## src/hw/rtl/pwd_pkg.sv

```systemverilog
// Package for the peer-wire message deframer.
// Holds the kind codes, type ids, handshake text and the per-byte result struct.
// No dependencies.
`default_nettype none

package pwd_pkg;

  typedef enum logic [3:0] {
    KIND_HANDSHAKE    = 4'd0,
    KIND_KEEPALIVE    = 4'd1,
    KIND_CHOKE        = 4'd2,
    KIND_UNCHOKE      = 4'd3,
    KIND_INTERESTED   = 4'd4,
    KIND_UNINTERESTED = 4'd5,
    KIND_HAVE         = 4'd6,
    KIND_BITFIELD     = 4'd7,
    KIND_REQUEST      = 4'd8,
    KIND_PIECE        = 4'd9,
    KIND_CANCEL       = 4'd10,
    KIND_PORT         = 4'd11,
    KIND_DISCARD      = 4'd12
  } kind_t;

  // Message type ids carried in the first body byte
  localparam logic [7:0] TYPE_CHOKE        = 8'd0;
  localparam logic [7:0] TYPE_UNCHOKE      = 8'd1;
  localparam logic [7:0] TYPE_INTERESTED   = 8'd2;
  localparam logic [7:0] TYPE_UNINTERESTED = 8'd3;
  localparam logic [7:0] TYPE_HAVE         = 8'd4;
  localparam logic [7:0] TYPE_BITFIELD     = 8'd5;
  localparam logic [7:0] TYPE_REQUEST      = 8'd6;
  localparam logic [7:0] TYPE_PIECE        = 8'd7;
  localparam logic [7:0] TYPE_CANCEL       = 8'd8;
  localparam logic [7:0] TYPE_PORT         = 8'd9;

  // Fixed body lengths
  localparam int unsigned LEN_STATE = 1;
  localparam int unsigned LEN_PORT  = 3;
  localparam int unsigned LEN_HAVE  = 5;
  localparam int unsigned LEN_REQ   = 13;

  // Handshake framing
  localparam logic [7:0] HS_LEAD        = 8'd19;
  localparam logic [6:0] HS_HEADER_LAST = 7'd19;
  localparam logic [6:0] HS_FINAL_POS   = 7'd67;
  localparam logic [6:0] POS_SATURATE   = 7'd68;
  localparam logic [6:0] POS_LEN_LAST   = 7'd3;
  localparam logic [6:0] POS_TYPE       = 7'd4;

  // Which fixed lengths the prefix matched
  typedef struct packed {
    logic is_state;
    logic is_port;
    logic is_have;
    logic is_req;
  } len_class_t;

  typedef struct packed {
    logic [7:0] data;
    logic       first;
    logic       last;
    kind_t      kind;
  } pwd_result_t;

  // Protocol string, character idx (0..18)
  function automatic logic [7:0] hs_char(input logic [4:0] idx);
    logic [7:0] c;
    case (idx)
      5'd0:    c = "B";
      5'd1:    c = "i";
      5'd2:    c = "t";
      5'd3:    c = "T";
      5'd4:    c = "o";
      5'd5:    c = "r";
      5'd6:    c = "r";
      5'd7:    c = "e";
      5'd8:    c = "n";
      5'd9:    c = "t";
      5'd10:   c = " ";
      5'd11:   c = "p";
      5'd12:   c = "r";
      5'd13:   c = "o";
      5'd14:   c = "t";
      5'd15:   c = "o";
      5'd16:   c = "c";
      5'd17:   c = "o";
      5'd18:   c = "l";
      default: c = 8'd0;
    endcase
    return c;
  endfunction

  // Kind of a non-empty length-prefixed message
  function automatic kind_t body_kind(input logic [7:0] tid, input len_class_t cls);
    kind_t k;
    case (tid)
      TYPE_CHOKE:        k = cls.is_state ? KIND_CHOKE        : KIND_DISCARD;
      TYPE_UNCHOKE:      k = cls.is_state ? KIND_UNCHOKE      : KIND_DISCARD;
      TYPE_INTERESTED:   k = cls.is_state ? KIND_INTERESTED   : KIND_DISCARD;
      TYPE_UNINTERESTED: k = cls.is_state ? KIND_UNINTERESTED : KIND_DISCARD;
      TYPE_HAVE:         k = cls.is_have  ? KIND_HAVE         : KIND_DISCARD;
      TYPE_BITFIELD:     k = KIND_BITFIELD;
      TYPE_REQUEST:      k = cls.is_req   ? KIND_REQUEST      : KIND_DISCARD;
      TYPE_PIECE:        k = KIND_PIECE;
      TYPE_CANCEL:       k = cls.is_req   ? KIND_CANCEL       : KIND_DISCARD;
      TYPE_PORT:         k = cls.is_port  ? KIND_PORT         : KIND_DISCARD;
      default:           k = KIND_DISCARD;
    endcase
    return k;
  endfunction

endpackage

`default_nettype wire

```

## src/hw/rtl/peer_wire_message_deframer.sv

```systemverilog
// Peer-wire message deframer, top level: input register, tracker, result register.
// Depends on pwd_pkg and pwd_tracker.
//
//   channel | handshake           | payload
//   --------+---------------------+--------------------------------------------
//   in      | in_valid / in_stall | stream_byte
//   out     | out_valid/out_stall | data_byte, first_of_message,
//           |                     | last_of_message, message_kind
//
// One item per cycle sustained while the output is not stalled; an accepted byte
// passes through the input register and then the result register. The framing
// state is read and updated between the input register and the result register.
// Reset (rst, synchronous) empties both registers and returns framing to the
// start of a message. With the output stalled, one more item is still taken
// into the input register; after that in_stall rises.
`default_nettype none

module peer_wire_message_deframer
  import pwd_pkg::*;
#(
  parameter int unsigned LENGTH_BITS = 32
) (
  input  wire logic       clk,
  input  wire logic       rst,
  input  wire logic       in_valid,
  output logic            in_stall,
  input  wire logic [7:0] stream_byte,
  output logic            out_valid,
  input  wire logic       out_stall,
  output logic [7:0]      data_byte,
  output logic            first_of_message,
  output logic            last_of_message,
  output logic [3:0]      message_kind
);

  logic        s1_valid;
  logic [7:0]  s1_byte;
  logic        s1_advance;
  logic        step;
  pwd_result_t result;

  // Advance the input register whenever the result register is free or being taken
  assign s1_advance = !out_valid || !out_stall;
  assign in_stall   = s1_valid && !s1_advance;
  assign step       = s1_valid && s1_advance;

  always_ff @(posedge clk) begin
    if (rst) begin
      s1_valid <= 1'b0;
    end else if (!in_stall) begin
      s1_valid <= in_valid;
    end
  end

  always_ff @(posedge clk) begin
    if (!in_stall) begin
      s1_byte <= stream_byte;
    end
  end

  pwd_tracker #(
    .LENGTH_BITS(LENGTH_BITS)
  ) u_tracker (
    .clk    (clk),
    .rst    (rst),
    .step   (step),
    .byte_in(s1_byte),
    .result (result)
  );

  // Result register: hold while stalled, load the next item otherwise
  always_ff @(posedge clk) begin
    if (rst) begin
      out_valid <= 1'b0;
    end else if (s1_advance) begin
      out_valid <= s1_valid;
    end
  end

  always_ff @(posedge clk) begin
    if (step) begin
      data_byte        <= result.data;
      first_of_message <= result.first;
      last_of_message  <= result.last;
      message_kind     <= result.kind;
    end
  end

  // A message is never shorter than four bytes
  a_first_not_last: assert property (@(posedge clk) disable iff (rst)
    out_valid |-> !(first_of_message && last_of_message))
    else $error("first and last mark on the same item");

  // Kind stays zero away from the last byte
  a_kind_on_last: assert property (@(posedge clk) disable iff (rst)
    out_valid && !last_of_message |-> message_kind == KIND_HANDSHAKE)
    else $error("kind set on a byte that does not end a message");

  // Back-pressure only when both registers are full and the output is held
  a_stall_cause: assert property (@(posedge clk) disable iff (rst)
    in_stall |-> out_valid && out_stall)
    else $error("input stalled while the result register could move");

  // A message that just ended is followed by a starting one
  a_start_after_end: assert property (@(posedge clk) disable iff (rst)
    out_valid && !out_stall && last_of_message ##1 out_valid |-> first_of_message)
    else $error("item after a message end is not marked first");

endmodule

`default_nettype wire

```

## src/hw/rtl/pwd_tracker.sv

```systemverilog
// Message tracker: framing state and per-byte marks and kind.
// Depends on pwd_pkg.
`default_nettype none

module pwd_tracker
  import pwd_pkg::*;
#(
  parameter int unsigned LENGTH_BITS = 32
) (
  input  wire logic        clk,
  input  wire logic        rst,
  input  wire logic        step,
  input  wire logic [7:0]  byte_in,
  output pwd_result_t      result
);

  localparam logic [32:0] LENGTH_MAX = (33'd1 << LENGTH_BITS) - 33'd1;

  logic [6:0]             pos;
  logic [6:0]             pos_next;
  logic                   hs_match;
  logic                   hs_now;
  logic [23:0]            len_hi;
  logic [LENGTH_BITS-1:0] remaining;
  logic [LENGTH_BITS-1:0] len_now;
  logic [32:0]            len_full;
  len_class_t             len_cls;
  len_class_t             cls_now;
  logic [7:0]             type_id;
  logic [7:0]             tid_now;
  logic                   last;
  kind_t                  kind;

  always_comb begin
    if (pos == '0) begin
      hs_now = (byte_in == HS_LEAD);
    end else if (pos <= HS_HEADER_LAST) begin
      hs_now = hs_match && (byte_in == hs_char(5'(pos - 7'd1)));
    end else begin
      hs_now = hs_match;
    end

    // Saturate an oversized prefix to the widest supported length
    len_full = {1'b0, len_hi, byte_in};
    len_now  = (len_full > LENGTH_MAX) ? LENGTH_MAX[LENGTH_BITS-1:0]
                                       : len_full[LENGTH_BITS-1:0];
    cls_now.is_state = (len_now == LENGTH_BITS'(LEN_STATE));
    cls_now.is_port  = (len_now == LENGTH_BITS'(LEN_PORT));
    cls_now.is_have  = (len_now == LENGTH_BITS'(LEN_HAVE));
    cls_now.is_req   = (len_now == LENGTH_BITS'(LEN_REQ));

    tid_now = (pos == POS_TYPE) ? byte_in : type_id;

    if (hs_now) begin
      last = (pos == HS_FINAL_POS);
      kind = KIND_HANDSHAKE;
    end else if (pos == POS_LEN_LAST) begin
      last = (len_now == '0);
      kind = KIND_KEEPALIVE;
    end else begin
      last = (pos > POS_LEN_LAST) && (remaining == '0);
      kind = body_kind(tid_now, len_cls);
    end

    if (last) begin
      pos_next = '0;
    end else if (pos == POS_SATURATE) begin
      pos_next = pos;
    end else begin
      pos_next = pos + 7'd1;
    end

    result.data  = byte_in;
    result.first = (pos == '0);
    result.last  = last;
    result.kind  = last ? kind : KIND_HANDSHAKE;
  end

  always_ff @(posedge clk) begin
    if (rst) begin
      pos      <= '0;
      hs_match <= 1'b0;
    end else if (step) begin
      pos      <= pos_next;
      hs_match <= last ? 1'b0 : hs_now;
    end
  end

  // Payload state: overwritten at its own byte of every message before use
  always_ff @(posedge clk) begin
    if (step) begin
      if (pos == '0) begin
        len_hi <= {16'd0, byte_in};
      end else if (pos < POS_LEN_LAST) begin
        len_hi <= {len_hi[15:0], byte_in};
      end
      if (pos == POS_LEN_LAST) begin
        remaining <= len_now - LENGTH_BITS'(1);
        len_cls   <= cls_now;
      end else if (pos > POS_LEN_LAST) begin
        remaining <= remaining - LENGTH_BITS'(1);
      end
      if (pos == POS_TYPE) begin
        type_id <= byte_in;
      end
    end
  end

endmodule

`default_nettype wire
```

## config.mk

```make
export PLATFORM = sky130hd
export DESIGN_NAME = peer_wire_message_deframer
export DESIGN_NICKNAME = d
export VERILOG_FILES = /design/src/hw/rtl/pwd_pkg.sv /design/src/hw/rtl/peer_wire_message_deframer.sv /design/src/hw/rtl/pwd_tracker.sv
export SDC_FILE = /design/constraint.sdc
export NUM_CORES = 1
export LEC_CHECK = 0
export BUFFER_PORTS_ARGS = -buffer_cell sky130_fd_sc_hd__buf_2
export CORE_UTILIZATION = 55
export CTS_CLUSTER_SIZE = 16
export DETAILED_ROUTE_END_ITERATION = 10
export PLACE_DENSITY = 0.73
export SYNTH_ARGS = -nofsm -noshare
export SYNTH_HDL_FRONTEND = slang
export SYNTH_SLANG_ARGS = --single-unit
export TNS_END_PERCENT = 20
```

## constraint.sdc

```tcl
create_clock -name clk -period 4 [get_ports clk]
set_input_delay 0.2 -clock clk [delete_from_list [all_inputs] [get_ports clk]]
set_output_delay 0.2 -clock clk [all_outputs]
set_load 0.01 [all_outputs]
```

==> results by group, run 1 <==
Outcome
  • Status: completed

Synthesis
  • Netlist cell types: 67
  • Flops & latches, synth: 100
  • Synthesized Nets: about 600
  • Asr flop ratio synth: 0
  • Main synth FF type: edfxtp_1
  • Sequential-to-total area share from yosys stat: 0.492
  • Synth Cell Area: 5900 um2
  • Cells after synthesis: 576
  • Syn Area/Cell: slightly above 10 um2
  • Post-synth EDFFs: 90
  • Yosys warning count: 0

Drt
  • Via count: between 4,000 and 5,000
  • WL per Instance: roughly 17 um
  • Detailed Route WL: around 13,000 um
  • Residual DRC: 0
  • DRT iter0 DRCs: around 420
  • ANT nets after route: 0
  • Vias per cell: 6.01
  • Router iterations before antenna repair: 5

Layout
  • Final net count: around 630
  • Area grow syn2layout: 9.08%
  • Antenna diode count: 0
  • Layout cells sized above 1: 0.131
  • Final Util: 0.621

GRT
  • Pin count of the biggest net entering global routing: 44
  • Vias in the first global route: roughly 4,300
  • Global route overflow: 0
  • Initial antenna violation count: 0
  • GRT Util Overall: 0.250
  • First-pass GRT wire length: 21,600 um

Worst setup path
  • WP data required: 4.09 ns
  • Critical Path Stages: 11
  • Reg-to-reg slack, setup: roughly 0.47 ns
  • Crit-path cells: inv_1 -> ha_1 -> inv_1 -> ha_1 -> a21oi_1 -> a221oi_1 -> a211oi_1 -> a311o_1 -> nor4_2 -> nand3b_1 -> a311oi_1
  • Worst Setup Path Type: register to register
  • Worst Path Buf+Inv: 2
  • Worst Reg2Reg Path Length in Cells: 11
  • Reg2Reg Launch Point: u_tracker.pos[0]$_SDFFE_PP0P_
  • CP Launch Point: u_tracker.pos[0]$_SDFFE_PP0P_
  • Slowest Stage Delay on Critical Path: 0.63 ns
  • Crit path to: message_kind[3]$_SDFFCE_PP0P_
  • Kind of end point of the critical path: register
  • Startpoint types: register
  • Crit Path Max Fanout: 17
  • CP delay by family, top: compound AO/OA/AOI/OAI gates
  • CP max-delay cell: ha_1
  • FF-to-FF End: message_kind[3]$_SDFFCE_PP0P_
  • CP Data Arrival Time: around 3.6 ns

STA
  • Worst hold margin: about 0.013 ns
  • Crit share post-route: 0.883
  • Endpoints failing hold: 0
  • Worst slew pin tran: approximately 1.1 ns
  • Slew Viols, Final: 0
  • Final Critical Period: around 3.5 ns
  • Max Clock Skew: around 0.012 ns
  • RSZ-0062 raised after global routing: no
  • Headroom to the max-slew limit: 0.249
  • Max Freq: around 280 MHz
  • Setup_tns: 0 ns
  • Setup Viol. Count Final: 0

Die
  • Die area: between 10,000 and 15,000 um2
  • Placeable Area: about 10,000 um2
  • Die height: between 100 and 150 um
  • Starting Density: 0.569
  • Num rows: 37
  • Die width: about 110 um
  • IO Pins: 28

Clock tree
  • Worst-skew pair later-pin latency: 0.38 ns
  • Clock sinks: 100
  • H-tree lvl count: 3
  • Post-CTS Setup Inserts: 0
  • Hold-fix buffers, CTS: 7
  • Worst-path clk slew: about 0.10 ns
  • Clock Path Buffers: 2
  • Clock tree from TritonCTS: built
  • CTS Buf Count: 9
  • Root Driver: clkbuf_8
  • Resize count post-CTS: 0

Job
  • Maxcap violations: 0

Power
  • P_leak: 2.24 nW
  • Power Density: approximately 320 nW/um2
  • Peak VDD IR: 0.236 mV

Worst hold path
  • WHS Path Cells: 1
  • Min-delay worst type: input port to register

Place
  • Gpl congestion: about 0.92
  • I/O Buffers: 27
  • HPWL after DPL: 8970 um
[report_power, final]
part / internal (mW) / switching [mW]
Sequential: 1.17 / 0.0278
Clock: 0.238 / 0.374
Combinational: 0.0877 / 0.135
Total: 1.49 / 0.538
[cell usage in the layout, fill, tap and decap left out, types with 3 or more instances in the layout]
master,n
nor2_1,56
xnor2_1,34
o31ai_1,3
xor2_1,31
mux2i_1,8
dlygate4sd3_1,7
nor2b_1,7
buf_2,27
inv_6,3
a211oi_1,5
or2_2,5
nand3_1,13
or4_1,5
and2_1,19
clkbuf_8,9
a21oi_1,23
a22oi_1,3
nor4_1,9
nor3_1,29
and3_1,6
or4_4,3
edfxtp_1,90
nand2_1,47
nand3b_1,4
nand4_1,10
nor3b_1,4
dfxtp_1,10
nand2b_1,5
mux2_2,6
o21ai_0,30
or3_1,5
buf_4,12
ha_1,14
inv_1,17
a31oi_1,7
[worst min-delay path by stage]
| stage | end | slack (ns) | start |
|---|---|---|---|
| 2_1_floorplan | s1_valid$_SDFFE_PP0N_ | 0.27 | rst |
| 3_3_place_gp | s1_byte[2]$_DFFE_PN_ | 0.38 | stream_byte[2] |
| 3_5_place_dp | s1_byte[3]$_DFFE_PN_ | 0.38 | stream_byte[3] |
| 4_1_cts | s1_byte[1]$_DFFE_PN_ | 0.01 | stream_byte[1] |
| 5_1_grt | s1_byte[1]$_DFFE_PN_ | 0.005 | stream_byte[1] |
| 6_report | s1_byte[1]$_DFFE_PN_ | 0.01 | stream_byte[1] |
[area by class of cell]
type                            instances  area, um2
Fill cell                             870       3930
Clock buffer                           11        131
Sequential cell                       100       2900
Timing Repair Buffer                   46        295
Inverter                               17       63.8
Multi-Input combinational cell        432       2830
Tap cell                              136        170
Clock inverter                          5       42.5
[through the flow]
| stage | worst slack [ns] | instance area, um2 | instances | total power, mW |
|---|---|---|---|---|
| floorplan | 0.565 | 5900 | 576 | 1.37 |
| global placement | 0.633 | 6190 | 724 | 1.43 |
| detailed placement | 0.535 | 6190 | 724 | 1.43 |
| CTS | 0.529 | 6440 | 747 | 2.03 |
| global route | 0.134 | 6440 | 747 | 2.10 |
| finish | 0.470 | 6440 | 747 | 2.03 |
[layer usage]
metal | global-route usage | vias up | wire [um]
met5 | 0 | - | 0
met4 | 0.0774 | 0 | 208
met3 | 0.0427 | 21 | 713
met2 | 0.387 | 154 | 6090
met1 | 0.360 | 2158 | 6010
li1 | - | 2157 | -
[sequential cells by signal (all words and copies together), names as in the netlist, 4 cells and up]
name and flops:
data_byte 8, u_tracker.len_hi 24, u_tracker.remaining 32, u_tracker.len_cls 4, u_tracker.type_id 8, s1_byte 8, message_kind 4, u_tracker.pos 7
[cells by family (layout without fill, tap and decap cells)]
| logic type | Yosys count | count (layout) | synth area share |
|---|---|---|---|
| and+or+nand+nor | 239 | 239 | 0.216 |
| buffers and inverters | 44 | 79 | 0.0303 |
| DFF | 100 | 100 | 0.492 |
| adders and majority gates | 14 | 14 | 0.0297 |
| xor gates and xnor gates | 65 | 65 | 0.0965 |
| muxes | 14 | 14 | 0.0250 |
| AOI/OAI and AO/OA | 100 | 100 | 0.110 |
[worst register-to-register path, stage by stage (launching register included)]
cell and delay, ns:
dfxtp_1 0.32, inv_1 0.18, ha_1 0.27, inv_1 0.06
ha_1 0.63, a21oi_1 0.12, a221oi_1 0.40, a211oi_1 0.13
a311o_1 0.35, nor4_2 0.46, nand3b_1 0.27, a311oi_1 0.07
[Yosys cell counts, types with 8 or more instances]
library cell	n	area share
and2_1	19	0.020
edfxtp_1	90	0.46
o21ai_0	30	0.025
ha_1	14	0.030
nand3_1	13	0.011
nor4_1	9	0.0095
xor2_1	31	0.046
nand4_1	10	0.011
dfxtp_1	10	0.034
mux2i_1	8	0.014
nor3_1	29	0.025
a21oi_1	24	0.020
inv_1	17	0.011
nand2_1	47	0.030
nor2_1	56	0.036
xnor2_1	34	0.050
clkbuf_1	19	0.012
Power figures use the tool's default switching activity.
==> inputs of run 2 (changes only) <==
- ABC_CLOCK_PERIOD_IN_PS: default -> 4000
- CORE_UTILIZATION: 55 -> 62
- PLACE_DENSITY: 0.73 -> 0.8
==> run 2 against run 1 <==
  * Hold slack gained 0.062 ns
  * Combinational power is essentially flat
  * Critical path depth is the same
  * Largest cell class unchanged
  * Worst setup slack lost 0.087 ns
  * Global-route usage grew 2.8 points
  * Clock power grew 11%
  * Via count grew 0.67%
  * Flip-flop and latch count is the same
  * Power grew 3.3%
  * Largest power group unchanged
==> results by group, run 2 (synthesis gave the netlist of run 1 again) <==
Worst setup path
  • CP Data Arrival Time: ~3.7 ns
  • WP data required: 4.10 ns
  • Worst Reg2Reg Path Length in Cells: 11
  • Kind of end point of the critical path: register
  • Reg-to-reg slack, setup: 0.38 ns
  • FF-to-FF End: message_kind[3]$_SDFFCE_PP0P_
  • Worst Setup Path Type: register to register
  • Crit Path Max Fanout: 17
  • Startpoint types: register
  • Reg2Reg Launch Point: u_tracker.pos[1]$_SDFFE_PP0P_

Clock tree
  • Clock tree from TritonCTS: built
  • Worst-skew pair later-pin latency: around 0.38 ns
  • CTS Buf Count: 9
  • Worst-path clk slew: approximately 0.11 ns
  • Resize count post-CTS: 0
  • H-tree lvl count: 3
  • Clock Path Buffers: 2
  • Clock sinks: 100
  • Root Driver: clkbuf_8

Layout
  • Largest register FFs: 32
  • Final Util: 0.700
  • Commonest cells after routing, fill and taps aside: 90 x edfxtp_1, 56 x nor2_1, 47 x nand2_1
  • Most common cell after layout, fill and taps aside: edfxtp_1
  • Finished Cell Area: approximately 6500 um2
  • Final net count: roughly 630
  • Area grow syn2layout: 9.54%
  • Antenna diode count: 0
  • Most flops, register: u_tracker.remaining
  • Layout Cells excl Fill: between 700 and 800
  • Layout cells sized above 1: 0.133
  • Biggest regs: u_tracker.remaining: 32 flops, u_tracker.len_hi: 24 flops

Power
  • Peak VDD IR: a little under 0.2 mV
  • Power Density: approximately 320 nW/um2
  • P_leak: 2.26 nW
  • Tot Pwr: approximately 2.1 mW

Die
  • Placeable Area: 9240 um2
  • Die width: 99.6 um
  • Num rows: 35
  • IO Pins: 28
  • Starting Density: 0.639
  • Die area: 9910 um2
  • Die height: about 100 um

Place
  • HPWL after DPL: between 9000 and 10,000 um
  • Gpl congestion: 0.924
  • I/O Buffers: 27
  • Cells after DPL: 716
  • Post-place setup slack: around 0.43 ns
  • DP Area: between 6000 and 7000 um2

STA
  • RSZ-0062 raised after global routing: no
  • Setup_tns: 0 ns
  • Max Clock Skew: around 0.017 ns
  • Max Freq: 276 MHz
  • Final Critical Period: between 3 and 4 ns
  • Headroom to the max-slew limit: 0.381
  • Endpoints failing hold: 0
  • Crit share post-route: 0.904
  • Worst hold margin: about 0.075 ns
  • Worst slew pin tran: between 0.9 and 1 ns
  • Setup Viol. Count Final: 0
  • Post-route setup slack: 0.383 ns
  • Slew Viols, Final: 0

GRT
  • Pin count of the biggest net entering global routing: 44
  • Global route overflow: 0
  • GRT Util Overall: 0.278
  • Initial antenna violation count: 0
  • First-pass GRT wire length: 21,100 um
  • Vias in the first global route: 4,227

Job
  • Maxcap violations: 0

Outcome
  • Status: completed

Drt
  • DRT iter0 DRCs: 380
  • Met3 WL: between 700 and 800 um
  • WL per Instance: ~18 um
  • Via count: 4,520
  • Vias per cell: 6.11
  • Max layer used: met4
  • WL met1: around 6000 um
  • ANT nets after route: 0
  • Router iterations before antenna repair: 5
  • Residual DRC: 0
  • Routed met2 length: roughly 6100 um
  • Detailed Route WL: about 13,000 um

Worst hold path
  • Worst Hold Path EP: out_valid$_SDFFE_PP0N_
  • Min-delay worst type: input port to register
  • Start point of the worst hold path: rst
  • WHS Path Cells: 2
run 2: worst max-delay path by stage:
stage                                  start                            end  depth (start not counted)
4_1_cts        u_tracker.pos[1]$_SDFFE_PP0P_  message_kind[3]$_SDFFCE_PP0P_                         11
3_5_place_dp   u_tracker.pos[1]$_SDFFE_PP0P_  message_kind[3]$_SDFFCE_PP0P_                         11
2_1_floorplan  u_tracker.pos[1]$_SDFFE_PP0P_  message_kind[3]$_SDFFCE_PP0P_                         14
3_3_place_gp   u_tracker.pos[1]$_SDFFE_PP0P_  message_kind[3]$_SDFFCE_PP0P_                         11
5_1_grt        u_tracker.pos[1]$_SDFFE_PP0P_  message_kind[3]$_SDFFCE_PP0P_                         11
6_report       u_tracker.pos[1]$_SDFFE_PP0P_  message_kind[3]$_SDFFCE_PP0P_                         11
run 2: area by class of cell:
class | count | area (um2)
clock buffer | 9 | 124
clock inverter | 7 | 91.3
fill | 691 | 2780
inverter | 17 | 63.8
multi-input combinational | 432 | 2820
sequential | 100 | 2900
tap | 129 | 161
timing repair buffer | 46 | 298
run 2: what timing repair did:
item,CTS,global route
endpoints found under the hold margin,8,0
setup endpoints to repair,0,0
buffers inserted,0,0
hold buffers,8,0
run 2: report_power, final:
group / switching [mW] / internal, mW
clock: 0.421 / 0.256
combinational: 0.137 / 0.0879
sequential: 0.0281 / 1.17
total: 0.587 / 1.51
run 2: worst max-delay path, cell delays in order, from the launching register on:
cell and delay [ns]:
dfxtp_1 0.33, inv_1 0.19, ha_1 0.29, inv_1 0.07
ha_1 0.61, a21oi_1 0.13, a221oi_1 0.40, a211oi_1 0.14
a311o_1 0.35, nor4_2 0.48, nand3b_1 0.28, a311oi_1 0.08
run 2: routing by layer:
metal,vias up,global-route usage
met5,-,0
met4,0,0.0939
met3,27,0.0457
met2,176,0.439
met1,2140,0.393
li1,2177,-
==> inputs of run 3 (changes only) <==
- CORE_MARGIN: default -> 2
- HOLD_SLACK_MARGIN: default -> 0.1
==> run 3 against run 2 <==
  * Combinational power hardly changed
  * Core utilization is 0.31 points higher
  * Routed wire length is 0.69% higher
  * Via count is 0.49% higher
  * Critical path depth stayed put
  * Maximum frequency is 2.1% higher
  * Sequential power hardly changed
  * Clock skew is 0.0034 ns lower
  * Final cell count is 0.54% higher
  * Flip-flop and latch count stayed put
  * Die area is 4.1% higher
  * Clock power is 3.8% lower
  * Critical endpoint unchanged
  * Highest routed layer unchanged
==> results by group, run 3 (synthesis gave the netlist of run 1 again) <==
Outcome
  • Status: completed

Clock tree
  • CTS Buf Count: 9
  • Clock sinks: 100
  • Clock tree from TritonCTS: built
  • Worst-path clk slew: 0.11 ns
  • Resize count post-CTS: 0
  • Clock Path Buffers: 2
  • Post-CTS Setup Inserts: 0
  • Root Driver: clkbuf_8
  • H-tree lvl count: 3
  • Worst-skew pair later-pin latency: 0.37 ns

Layout
  • Layout Cells excl Fill: around 740
  • Most flops, register: u_tracker.remaining
  • Most common cell after layout, fill and taps aside: edfxtp_1
  • Commonest cells after routing, fill and taps aside: 90 x edfxtp_1, 56 x nor2_1, 47 x nand2_1
  • Final net count: between 600 and 700
  • Area grow syn2layout: 10.0%
  • Largest register FFs: 32
  • Biggest regs: u_tracker.remaining: 32 flops, u_tracker.len_hi: 24 flops
  • Antenna diode count: 0
  • Layout cells sized above 1: 0.132

Die
  • Die width: between 100 and 150 um
  • Die height: 102 um
  • Die area: 10,300 um2
  • Starting Density: 0.639
  • Num rows: 35
  • IO Pins: 28
  • Placeable Area: roughly 9000 um2

Power
  • Tot Pwr: about 2.1 mW
  • P_leak: 2.27 nW
  • Power Density: between 300 and 400 nW/um2
  • Peak VDD IR: between 0.15 and 0.2 mV

Worst setup path
  • WP data required: a little over 4 ns
  • CP delay by family, top: compound AO/OA/AOI/OAI gates
  • CP max-delay cell: ha_1
  • Crit-path cells: inv_1 -> ha_1 -> inv_1 -> ha_1 -> a21oi_1 -> a221oi_1 -> a211oi_1 -> a311o_1 -> nor4_2 -> nand3b_1 -> a311oi_1
  • Worst Setup Path Type: register to register
  • Startpoint types: register
  • Kind of end point of the critical path: register
  • Crit Path Max Fanout: 17
  • Worst Path Buf+Inv: 2
  • Slowest Stage Delay on Critical Path: 0.61 ns
  • CP Data Arrival Time: 3.63 ns

GRT
  • Vias in the first global route: ~4,300
  • Pin count of the biggest net entering global routing: 44
  • GRT Util Overall: 0.265
  • Initial antenna violation count: 0
  • First-pass GRT wire length: ~21,000 um
  • Global route overflow: 0

Drt
  • WL per Instance: roughly 18 um
  • Vias per cell: 6.10
  • Detailed Route WL: 13,100 um
  • ANT nets after route: 0
  • Residual DRC: 0
  • Router iterations before antenna repair: 5
  • Via count: ~4,500
  • DRT iter0 DRCs: ~390

STA
  • Endpoints failing hold: 0
  • Headroom to the max-slew limit: 0.407
  • Max Freq: 282 MHz
  • Setup_tns: 0 ns
  • Crit share post-route: 0.885
  • Setup Viol. Count Final: 0
  • Slew Viols, Final: 0
  • Final Critical Period: ~3.5 ns
  • Worst slew pin tran: between 0.8 and 0.9 ns
  • RSZ-0062 raised after global routing: no
  • Max Clock Skew: ~0.013 ns

Place
  • Cells after DPL: about 720
  • Gpl congestion: 0.919
  • HPWL after DPL: 9160 um
  • I/O Buffers: 27

Worst hold path
  • Min-delay worst type: input port to register

Job
  • Maxcap violations: 0
[run 3: repair_timing]
| item | 4_1_cts | 5_1_grt |
|---|---|---|
| setup endpoints to repair | 0 | 0 |
| hold endpoints to repair | 10 | 0 |
| hold buffers | 12 | 0 |
[run 3: layout make-up]
class / count / area [um2]
flip-flops and latches: 100 / 2900
multi-input cells: 432 / 2820
fillers: 674 / 2750
repair buffers: 50 / 338
well taps: 129 / 161
clock buffers: 9 / 124
clock inverters: 7 / 80.1
inverters: 17 / 63.8
[run 3: final timing paths]
check | depth (start not counted) | startpoint | slack (ns) | to
max | 11 | u_tracker.pos[1]$_SDFFE_PP0P_ | 0.46 | message_kind[3]$_SDFFCE_PP0P_
min | 4 | out_stall | 0.44 | u_tracker.hs_match$_SDFFE_PP0P_
max reg2reg | 11 | u_tracker.pos[1]$_SDFFE_PP0P_ | 0.46 | message_kind[3]$_SDFFCE_PP0P_
min reg2reg | 2 | u_tracker.hs_match$_SDFFE_PP0P_ | 0.55 | u_tracker.hs_match$_SDFFE_PP0P_
[run 3: per-layer routing]
metal	part of all wire	vias up	global-route usage	routed length (um)
met1	0.45	2165	0.382	5860
li1	-	2175	-	-
met5	0	-	0	0
met3	0.082	17	0.0587	1070
met4	0.015	0	0.0696	193
met2	0.45	185	0.409	5940
[run 3: report_power, final]
part / switching, mW / total, mW / internal, mW
logic: 0.135 / 0.225 / 0.0898
registers: 0.0297 / 1.20 / 1.17
clock network: 0.404 / 0.651 / 0.248
[run 3: metrics by stage]
stage | util | instance area, um2 | hold slack (ns) | worst slack, ns
2_1_floorplan | - | 5900 | 0.269 | 0.565
3_3_place_gp | 0.668 | 6170 | 0.376 | 0.636
3_5_place_dp | 0.668 | 6170 | 0.378 | 0.503
4_1_cts | 0.703 | 6490 | 0.396 | 0.491
5_1_grt | 0.703 | 6490 | 0.473 | 0.140
6_report | 0.703 | 6490 | 0.437 | 0.459
[run 3: worst register-to-register path: stages (launching register included)]
cell      delay [ns]
dfxtp_1         0.32
inv_1           0.19
ha_1            0.28
inv_1           0.06
ha_1            0.61
a21oi_1         0.13
a221oi_1        0.40
a211oi_1        0.13
a311o_1         0.34
nor4_2          0.43
nand3b_1        0.29
a311oi_1        0.08
